`config.mk`:
```
export PLATFORM = sky130hd
export DESIGN_NAME = flag_stack_with_popcount
export DESIGN_NICKNAME = d
export VERILOG_FILES = /design/src/hw/rtl/fsp_pkg.sv /design/src/hw/rtl/flag_stack_with_popcount.sv /design/src/hw/rtl/fsp_ram.sv
export SDC_FILE = /design/constraint.sdc
export NUM_CORES = 2
export LEC_CHECK = 0
export ABC_AREA = 1
export ABC_CLOCK_PERIOD_IN_PS = 27200
export BUFFER_PORTS_ARGS = -buffer_cell sky130_fd_sc_hd__buf_2
export CAP_MARGIN = 15
export CORE_ASPECT_RATIO = 1.1
export CORE_MARGIN = 4
export CORE_UTILIZATION = 58
export CTS_CLUSTER_DIAMETER = 100
export DETAILED_ROUTE_END_ITERATION = 8
export PLACE_DENSITY = 0.77
export SYNTH_ARGS = -nofsm -noshare
export SYNTH_HDL_FRONTEND = slang
export SYNTH_SLANG_ARGS = --single-unit
```
`constraint.sdc`:
```
create_clock -name aclk -period 27.2 [get_ports aclk]
set_input_delay 1.36 -clock aclk [delete_from_list [all_inputs] [get_ports aclk]]
set_output_delay 1.36 -clock aclk [all_outputs]
set_load 0.005 [all_outputs]
```
`src/hw/rtl/fsp_pkg.sv`:
```
// Shared widths and command codes for the flag stack with population count.
`default_nettype none

package fsp_pkg;

    localparam int KIND_W = 3;
    localparam int POS_W  = 10;
    localparam int AMT_W  = 11;
    localparam int CNT_W  = 11;

    localparam logic [KIND_W-1:0] KIND_GROW   = 3'd0;
    localparam logic [KIND_W-1:0] KIND_SHRINK = 3'd1;
    localparam logic [KIND_W-1:0] KIND_SET    = 3'd2;
    localparam logic [KIND_W-1:0] KIND_CLEAR  = 3'd3;
    localparam logic [KIND_W-1:0] KIND_COUNT  = 3'd4;

    typedef enum logic [5:0] {
        ST_CLEAR  = 6'b000001,
        ST_IDLE   = 6'b000010,
        ST_EXEC   = 6'b000100,
        ST_WALK   = 6'b001000,
        ST_TAIL   = 6'b010000,
        ST_RESULT = 6'b100000
    } state_t;

endpackage

`default_nettype wire

```
`src/hw/rtl/flag_stack_with_popcount.sv`:
```
// Top level: growable flag row with running set count, driven by a small sequencer.
`default_nettype none

// A request is taken only while the sequencer is idle; each request gives one result.
// Grow, count query and rejected requests go from EXEC straight to RESULT; set and
// clear pass through TAIL as well (one read-modify-write on the flag RAM plus a count
// update), and shrink by k runs k WALK steps before TAIL, since the walk clears one
// removed flag per cycle through the single port pair of the flag RAM. RESULT waits
// while the output register still holds an untaken result. The sequencer is ready
// again in the cycle the result appears. After reset the block sweeps the flag RAM to
// zero, one entry per cycle, before it takes the first request. A finished result
// waits in the output register while the next request is already taken. Length and
// count report their low 11 bits.
module flag_stack_with_popcount #(
    parameter int CAPACITY = 1024
) (
    input  logic                       aclk,
    input  logic                       aresetn,
    input  logic                       s_valid,
    output logic                       s_ready,
    input  logic [fsp_pkg::KIND_W-1:0] s_kind,
    input  logic [fsp_pkg::POS_W-1:0]  s_position,
    input  logic [fsp_pkg::AMT_W-1:0]  s_amount,
    output logic                       m_valid,
    input  logic                       m_ready,
    output logic [fsp_pkg::CNT_W-1:0]  m_set_count,
    output logic [fsp_pkg::CNT_W-1:0]  m_row_length,
    output logic                       m_status
);

    localparam int AW = $clog2(CAPACITY);
    localparam int LW = $clog2(CAPACITY + 1);
    localparam int WW = (LW > fsp_pkg::AMT_W) ? LW : fsp_pkg::AMT_W;
    localparam logic [WW:0]   CAP_X     = (WW + 1)'(CAPACITY);
    localparam logic [AW-1:0] LAST_ADDR = AW'(CAPACITY - 1);

    fsp_pkg::state_t state_reg, state_next;

    logic [fsp_pkg::KIND_W-1:0] kind_reg, kind_next;
    logic [fsp_pkg::POS_W-1:0]  pos_reg, pos_next;
    logic [fsp_pkg::AMT_W-1:0]  amt_reg, amt_next;
    logic [fsp_pkg::AMT_W-1:0]  remain_reg, remain_next;
    logic [LW-1:0]              length_reg, length_next;
    logic [LW-1:0]              count_reg, count_next;
    logic [AW-1:0]              idx_reg, idx_next;
    logic [AW-1:0]              clr_addr_reg, clr_addr_next;
    logic                       chk_reg, chk_next;
    logic                       chk_set_reg, chk_set_next;
    logic                       status_reg, status_next;
    logic                       m_valid_reg, m_valid_next;
    logic [fsp_pkg::CNT_W-1:0]  out_count_reg, out_count_next;
    logic [fsp_pkg::CNT_W-1:0]  out_length_reg, out_length_next;
    logic                       out_status_reg, out_status_next;

    logic          ram_we;
    logic [AW-1:0] ram_addr;
    logic          ram_wdata;
    logic          ram_rdata;

    logic [WW-1:0] len_w, pos_w, amt_w, cnt_w, shrink_diff;
    logic [WW:0]   grow_sum;
    logic          grow_bad, shrink_bad, pos_bad;

    fsp_ram #(
        .WIDTH(1),
        .DEPTH(CAPACITY)
    ) u_flags (
        .aclk   (aclk),
        .wr_en  (ram_we),
        .wr_addr(ram_addr),
        .wr_data(ram_wdata),
        .rd_addr(ram_addr),
        .rd_data(ram_rdata)
    );

    assign len_w       = WW'(length_reg);
    assign pos_w       = WW'(pos_reg);
    assign amt_w       = WW'(amt_reg);
    assign cnt_w       = WW'(count_reg);
    assign grow_sum    = {1'b0, len_w} + {1'b0, amt_w};
    assign shrink_diff = len_w - amt_w;
    assign grow_bad    = grow_sum > CAP_X;
    assign shrink_bad  = amt_w > len_w;
    assign pos_bad     = pos_w >= len_w;

    always_comb begin
        state_next      = state_reg;
        kind_next       = kind_reg;
        pos_next        = pos_reg;
        amt_next        = amt_reg;
        remain_next     = remain_reg;
        length_next     = length_reg;
        count_next      = count_reg;
        idx_next        = idx_reg;
        clr_addr_next   = clr_addr_reg;
        chk_next        = 1'b0;
        chk_set_next    = chk_set_reg;
        status_next     = status_reg;
        m_valid_next    = m_valid_reg;
        out_count_next  = out_count_reg;
        out_length_next = out_length_reg;
        out_status_next = out_status_reg;
        ram_we          = 1'b0;
        ram_addr        = idx_reg;
        ram_wdata       = 1'b0;

        if (m_valid_reg && m_ready) begin
            m_valid_next = 1'b0;
        end

        // fold in the old flag value read in the previous cycle
        if (chk_reg) begin
            if (chk_set_reg && !ram_rdata) begin
                count_next = count_reg + LW'(1);
            end else if (!chk_set_reg && ram_rdata) begin
                count_next = count_reg - LW'(1);
            end
        end

        unique case (state_reg)
            fsp_pkg::ST_CLEAR: begin
                ram_we        = 1'b1;
                ram_addr      = clr_addr_reg;
                clr_addr_next = clr_addr_reg + AW'(1);
                if (clr_addr_reg == LAST_ADDR) begin
                    state_next = fsp_pkg::ST_IDLE;
                end
            end
            fsp_pkg::ST_IDLE: begin
                if (s_valid) begin
                    kind_next  = s_kind;
                    pos_next   = s_position;
                    amt_next   = s_amount;
                    state_next = fsp_pkg::ST_EXEC;
                end
            end
            fsp_pkg::ST_EXEC: begin
                status_next = 1'b0;
                state_next  = fsp_pkg::ST_RESULT;
                unique case (kind_reg) inside
                    fsp_pkg::KIND_GROW: begin
                        if (grow_bad) begin
                            status_next = 1'b1;
                        end else begin
                            length_next = grow_sum[LW-1:0];
                        end
                    end
                    fsp_pkg::KIND_SHRINK: begin
                        if (shrink_bad) begin
                            status_next = 1'b1;
                        end else begin
                            length_next = shrink_diff[LW-1:0];
                            if (amt_reg != '0) begin
                                idx_next    = length_reg[AW-1:0] - AW'(1);
                                remain_next = amt_reg;
                                state_next  = fsp_pkg::ST_WALK;
                            end
                        end
                    end
                    fsp_pkg::KIND_SET, fsp_pkg::KIND_CLEAR: begin
                        if (pos_bad) begin
                            status_next = 1'b1;
                        end else begin
                            ram_we       = 1'b1;
                            ram_addr     = pos_w[AW-1:0];
                            ram_wdata    = (kind_reg == fsp_pkg::KIND_SET);
                            chk_next     = 1'b1;
                            chk_set_next = (kind_reg == fsp_pkg::KIND_SET);
                            state_next   = fsp_pkg::ST_TAIL;
                        end
                    end
                    fsp_pkg::KIND_COUNT: begin
                    end
                    default: begin
                        status_next = 1'b1;
                    end
                endcase
            end
            fsp_pkg::ST_WALK: begin
                // clear the removed flag, check its old value next cycle
                ram_we       = 1'b1;
                ram_wdata    = 1'b0;
                chk_next     = 1'b1;
                chk_set_next = 1'b0;
                idx_next     = idx_reg - AW'(1);
                remain_next  = remain_reg - fsp_pkg::AMT_W'(1);
                if (remain_reg == fsp_pkg::AMT_W'(1)) begin
                    state_next = fsp_pkg::ST_TAIL;
                end
            end
            fsp_pkg::ST_TAIL: begin
                state_next = fsp_pkg::ST_RESULT;
            end
            fsp_pkg::ST_RESULT: begin
                // hold until the output register is free
                if (!m_valid_reg || m_ready) begin
                    m_valid_next    = 1'b1;
                    out_count_next  = cnt_w[fsp_pkg::CNT_W-1:0];
                    out_length_next = len_w[fsp_pkg::CNT_W-1:0];
                    out_status_next = status_reg;
                    state_next      = fsp_pkg::ST_IDLE;
                end
            end
            default: begin
                state_next = fsp_pkg::ST_IDLE;
            end
        endcase
    end

    always_ff @(posedge aclk) begin
        if (!aresetn) begin
            state_reg    <= fsp_pkg::ST_CLEAR;
            clr_addr_reg <= '0;
            length_reg   <= '0;
            count_reg    <= '0;
            chk_reg      <= 1'b0;
            m_valid_reg  <= 1'b0;
        end else begin
            state_reg    <= state_next;
            clr_addr_reg <= clr_addr_next;
            length_reg   <= length_next;
            count_reg    <= count_next;
            chk_reg      <= chk_next;
            m_valid_reg  <= m_valid_next;
        end
    end

    always_ff @(posedge aclk) begin
        kind_reg       <= kind_next;
        pos_reg        <= pos_next;
        amt_reg        <= amt_next;
        remain_reg     <= remain_next;
        idx_reg        <= idx_next;
        chk_set_reg    <= chk_set_next;
        status_reg     <= status_next;
        out_count_reg  <= out_count_next;
        out_length_reg <= out_length_next;
        out_status_reg <= out_status_next;
    end

    assign s_ready      = (state_reg == fsp_pkg::ST_IDLE);
    assign m_valid      = m_valid_reg;
    assign m_set_count  = out_count_reg;
    assign m_row_length = out_length_reg;
    assign m_status     = out_status_reg;

endmodule

`default_nettype wire

```
`src/hw/rtl/fsp_ram.sv`:
```
// Generic simple dual-port RAM, one write and one registered read-first read per cycle.
`default_nettype none

module fsp_ram #(
    parameter int WIDTH = 1,
    parameter int DEPTH = 1024
) (
    input  logic                     aclk,
    input  logic                     wr_en,
    input  logic [$clog2(DEPTH)-1:0] wr_addr,
    input  logic [WIDTH-1:0]         wr_data,
    input  logic [$clog2(DEPTH)-1:0] rd_addr,
    output logic [WIDTH-1:0]         rd_data
);

    logic [WIDTH-1:0] mem_reg [DEPTH];
    logic [WIDTH-1:0] rd_data_reg;

    always_ff @(posedge aclk) begin
        rd_data_reg <= mem_reg[rd_addr];
        if (wr_en) begin
            mem_reg[wr_addr] <= wr_data;
        end
    end

    assign rd_data = rd_data_reg;

endmodule

`default_nettype wire
```
======== After elaboration in Yosys (flattened, before gate mapping) ========
Memories as Yosys holds them, arrays and structs flattened. A register that Yosys moved wholly into a read port is not among the register bits.
Cells that the tools add are included.
Widths: inputs -> output; s select.
word-level totals
  word-level logic and storage cells ...... 116
  memories ................................ 1
  bits of input ports ..................... 28
  output and inout bits ................... 25
  memory bits (writable) .................. 1,024
  register bits ........................... 110
memories
  memory           words  width  rd ports  clocked after Yosys merged registers in  write ports  line           text
  u_flags.mem_reg  1,024  1      1         1                                        1            fsp_ram.sv:16  logic [WIDTH-1:0] mem_reg [DEPTH];
cells by class
  equality and inequality tests ........... 23
  reduce and logical (&&, ||, !) cells .... 21
  $lt $le $gt $ge ......................... 3
  mux-type cells .......................... 44
  add/sub/neg operators ................... 8
operator list
  cell                   count
  $mux 11                7
  $mux 10                5
  $pmux 11 s2            2
  $mux 6                 7
  $pmux 10 s2            2
  $pmux 6 s6             1
  $ne 2x2->1 const B     11
  $sub 11x1->11 const B  2
  $sub 10x1->10 const B  2
  $mux 1                 15
  $add 11x11->12         1
  $gt 12x11->1 const B   1
  $pmux 6 s2             1
  $reduce_and 4->1       3
  $add 11x1->11 const B  1
  $eq 11x1->1 const B    1
  $ge 10x11->1           1
  $gt 11x11->1           1
  $reduce_bool 11->1     1
  $sub 11x11->11         1
  $add 10x1->10 const B  1
  $eq 10x10->1 const B   1
  $eq 3x2->1 const B     2
  $eq 6x1->1 const B     1
  other kinds (17)       28

======== Logic depth before layout (Yosys ltp) ========
  depth after elaboration ................. 6
  depth in mapped cells ................... 31
  depth with buffers taken out ............ 28

======== Cells and area by module ========
From an unflattened synthesis, not the netlist that was laid out.
unflattened totals
  cells, all modules ...................... 5,505
  area, all modules ....................... 53,211.0 um^2
by module, submodules not included
  module                    sequential area each (um^2)  cells an instance  instances  area each (um^2)
  fsp_ram                   30,769.5                     4,679              1          46,392.0
  flag_stack_with_popcount  2,902.8                      826                1          6,819.0

======== Worst setup path after synthesis ========
No wires, ideal clock.
  kind .................................... register to register
  start ................................... reg length_reg[1] (netlist: len_w[1])
  end ..................................... mem u_flags.mem_reg[0] (data pin)
  arrival time ............................ 24.965 ns
  clock period less this slack ............ 29.931 ns
  buffers on the path ..................... 0
  data required time ...................... 22.234 ns
  setup slack ............................. -2.731 ns
  setup time .............................. 4.966 ns
  stages on the path, launching flop included .. 10
  cell sequence ........................... dfxtp_1 > inv_1 > ha_1 > nand2_1 > nor2_1 > nand3_1 > nand2_1 > nor2_1 > nand3_2 > nor2_1
between the ends
  cells in the longest elaborated chain, start to end .. 4
ends and longest elaborated chain
  what                    line                             text
  start, declared         flag_stack_with_popcount.sv:43   logic [LW-1:0] length_reg, length_next;
  start signal, assigned  flag_stack_with_popcount.sv:221  length_reg <= length_next;
  $ge 10x11->1            flag_stack_with_popcount.sv:84   assign pos_bad = pos_w >= len_w;
  $mux 1                  flag_stack_with_popcount.sv:161  if (pos_bad) begin
  $mux 1                  flag_stack_with_popcount.sv:140  unique case (kind_reg) inside
  $mux 1                  flag_stack_with_popcount.sv:120  unique case (state_reg)
  via ram_wdata           flag_stack_with_popcount.sv:57   logic ram_wdata;
  end, declared           fsp_ram.sv:16
The timed path passes the listed nets, and every way through them passes these cells.

======== Final worst setup path ========
  start ................................... reg length_reg[7] (netlist: len_w[7])
  end ..................................... reg u_flags.rd_data_reg (netlist: u_flags.rd_data), read port of u_flags.mem_reg
between the ends
  cells in the longest elaborated chain, start to end .. 4
ends and longest elaborated chain
  what           line                             text
  $ge 10x11->1   flag_stack_with_popcount.sv:84
  $mux 10        flag_stack_with_popcount.sv:161
  $mux 10        flag_stack_with_popcount.sv:140
  $pmux 10 s2    flag_stack_with_popcount.sv:120
  end, declared  fsp_ram.sv:17                    logic [WIDTH-1:0] rd_data_reg;
Every way passes these cells.
A chain may end at the register's enable or synchronous reset.

==> impl_results.md <==
- Fmax: 0.148 GHz
- Setup-failing EPs final: 0
- Full die area: just under 100000 um2
- Fin nets: 6094
- Register area share after synthesis: 0.620
- RSZ-0062 raised after global routing: no
- Postcts setup bufs: 0
- Synthesis-to-finish area growth: 8.56%
- Vias in the first global route: 40157
- Post-synthesis async set-or-reset flop share: 0
- Power, Total: 0.00433 W
- Worst reg2reg startpoint: len_w[7]$_SDFFE_PN0P_
- Pre-CTS WS: between 20000 and 25000 ps
- # rows: 117
- Synth Net Count: 6263
- Final worst setup slack: roughly 20000 ps
- CTS H-tree depth: 3
- Die outline width: 300 um
- CTS resizes: 0
- Pwr dens: 73.4 nW/um2
- Maximum clock path buffer count: 3
- Clk_skew: 36.9 ps
- Max VDD drop: 71.9 uV
- Fin Hold WS: between 400 and 500 ps
- Class of the worst hold path: register to register
- N_diodes: 0
- Leak Pwr: 21.9 nW
- Cell mode on critical path: nand2_1
- YS warnings: 0
- Post-synthesis cell type count: 52
- Avg Cell Area, Syn: 8.78 um2
- Data arrival time of the worst path: 7420 ps
- Antenna Nets Post-Route: 0
- Reg2reg end: u_flags.rd_data$_DFF_P_
- Mapped Area: roughly 54000 um2
- Worst-margin pin slew: 1300 ps
- Largest net degree at the start of global routing: 310
- Num CTS Buffers: 115
- Max-cap violation count: 0
- Hold path endpoint: m_status$_DFFE_PP_
- Layout cells sized above 1: 0.0594
- Final setup TNS: 0 ps
- GR Overflow Total: 0
- Hpwl dp: 76100 um
- Final Max Slew Viols: 0
- Flop2flop setup slack: between 20000 and 25000 ps
- Post-synth EDFFs: 1094
- Seq cells post-synth: 1135
- Gate count of the mapped netlist: 6186
- Chip height: 329 um
- RePlAce Congestion: 0.874
- IO Pins: 53
- Tmin final: 6770 ps
- Slowest CP cell: buf_4
- TritonCTS clock tree: built
- Initial Utilization: 0.586
- CP Launch Type: register
- Floorplan Core Area: 92700 um2
- GRT Max-Usage Layer: met2
- Critical path class: register to register
- Initial antenna violation count: 1
- Max FFs per register: 1024
- Port buffer count: 52
- CTS Sinks: about 1100
- Crit-path max FO: 139
- Slew margin rel.: 0.136
- DR vias: roughly 42000
- Placed Instances: approximately 7100
- Worst setup EP type: register
- Met3 usage: 0.0524
- Period utilization: 0.249
- Worst Hold Depth: 0
- Final std cells w/o fill: 7364
- CP max stage delay: 870 ps
- Worst reg-to-reg path cell count: 30
- Status: completed
- Total Routed Length: approximately 150000 um
- DR pass1 iterations: 8
- Req. time, crit path: 27860 ps
- Main synth FF type: edfxtp_1
- Final hold violations: 0
- Total GRT Usage: 0.296
- Clock-pin slew on the worst setup and hold paths: 60 ps
- Hold path start: status_reg$_DFFE_PN_
- Met1 Track Usage GR: 0.377
- DRT iter0 DRCs: 6273
- Hold buffers post-CTS: 0
- Clk_lat worst skew: ~710 ps
- Routed WL per cell: about 20 um
- M2 GR Usage: 0.493
- Root Buffer: clkbuf_16
- Drt drc: 0
- First-pass GRT wire length: between 200000 and 250000 um
- Vias per cell: ~5.7
-- per-stage QoR --
step / util / area [um2]
global route: 0.636 / 58900
global placement: 0.594 / 55000
CTS: 0.633 / 58600
finish: 0.636 / 58900
floorplan: - / 54300
detailed placement: 0.594 / 55000
-- power breakdown --
| part | internal, W | leakage (nW) | switching (W) |
|---|---|---|---|
| registers | 0.00189 | 8.04 | 0.00000307 |
| logic | 0.000250 | 12.0 | 0.000651 |
| clock network | 0.000858 | 1.78 | 0.000672 |
-- Yosys cell counts, types with 28 or more instances --
cell type	count	area, um2
nor3_1	29	145
ha_1	46	576
nand3_1	208	1040
inv_1	156	586
nand2_1	2767	10400
buf_2	168	841
a21oi_1	59	295
nor2_1	1175	4410
dfxtp_1	41	821
xor2_1	28	245
buf_1	36	135
edfxtp_1	1094	32900
o21ai_0	71	355
clkbuf_1	199	747
-- critical path, delay by kind of cell, from the launching register on --
family | cells | cell delay, ps
buf+inv | 6 | 3090
simple gates | 22 | 2450
flops | 1 | 410
fa+ha+maj | 1 | 320
compound gates | 1 | 110
-- worst max-delay path by stage --
stage,startpoint,slack [ps],cells past startpoint,endpoint
after floorplan,len_w[1]$_SDFFE_PN0P_,8370,9,u_flags.mem_reg[0]$_DFFE_PP_
after global placement,len_w[9]$_SDFFE_PN0P_,20640,30,u_flags.rd_data$_DFF_P_
after detailed placement,len_w[9]$_SDFFE_PN0P_,20600,30,u_flags.rd_data$_DFF_P_
after CTS,len_w[9]$_SDFFE_PN0P_,20540,30,u_flags.rd_data$_DFF_P_
after global routing,len_w[7]$_SDFFE_PN0P_,19950,30,u_flags.rd_data$_DFF_P_
final,len_w[7]$_SDFFE_PN0P_,20430,30,u_flags.rd_data$_DFF_P_
-- cells in the final DEF (no fill, tap or decap), drive strengths merged, types with 3 or more instances in the layout --
| master | n |
|---|---|
| nand4 | 4 |
| o21ai | 84 |
| nor3 | 30 |
| nor4 | 3 |
| a21oi | 61 |
| buf | 133 |
| xor2 | 28 |
| clkinv | 58 |
| edfxtp | 1094 |
| bufinv | 7 |
| nor2 | 1186 |
| xnor2 | 6 |
| dfxtp | 41 |
| clkbuf | 147 |
| nand2 | 2771 |
| nand3 | 211 |
| ha | 46 |
| o31ai | 4 |
| o21bai | 3 |
| a22oi | 3 |
| inv | 169 |
| fa | 3 |
-- layout make-up --
type | instances | area, um2
Sequential cell | 1135 | 33700
Fill cell | 7335 | 33700
Clock inverter | 68 | 572
Multi-Input combinational cell | 4464 | 18300
Timing Repair Buffer | 133 | 1140
Tap cell | 1249 | 1560
Clock buffer | 147 | 3050
Inverter | 168 | 651
-- metal layers --
layer	vias up	routed length [um]
li1	19413	-
met1	19961	54500
met2	2447	69900
met3	449	16200
met4	0	7770
met5	-	0
-- logic make-up (layout without fill, tap and decap cells) --
kind of cell,count (synthesis),after routing,synth area share
fa+ha+maj,49,49,0.0117
compound gates,170,170,0.0172
buf+inv,587,516,0.0458
flops,1135,1135,0.620
xor+xnor,34,34,0.00549
simple gates,4210,4210,0.299
mux,1,1,0.000184
No activity file was read; power rests on OpenSTA's default activity.
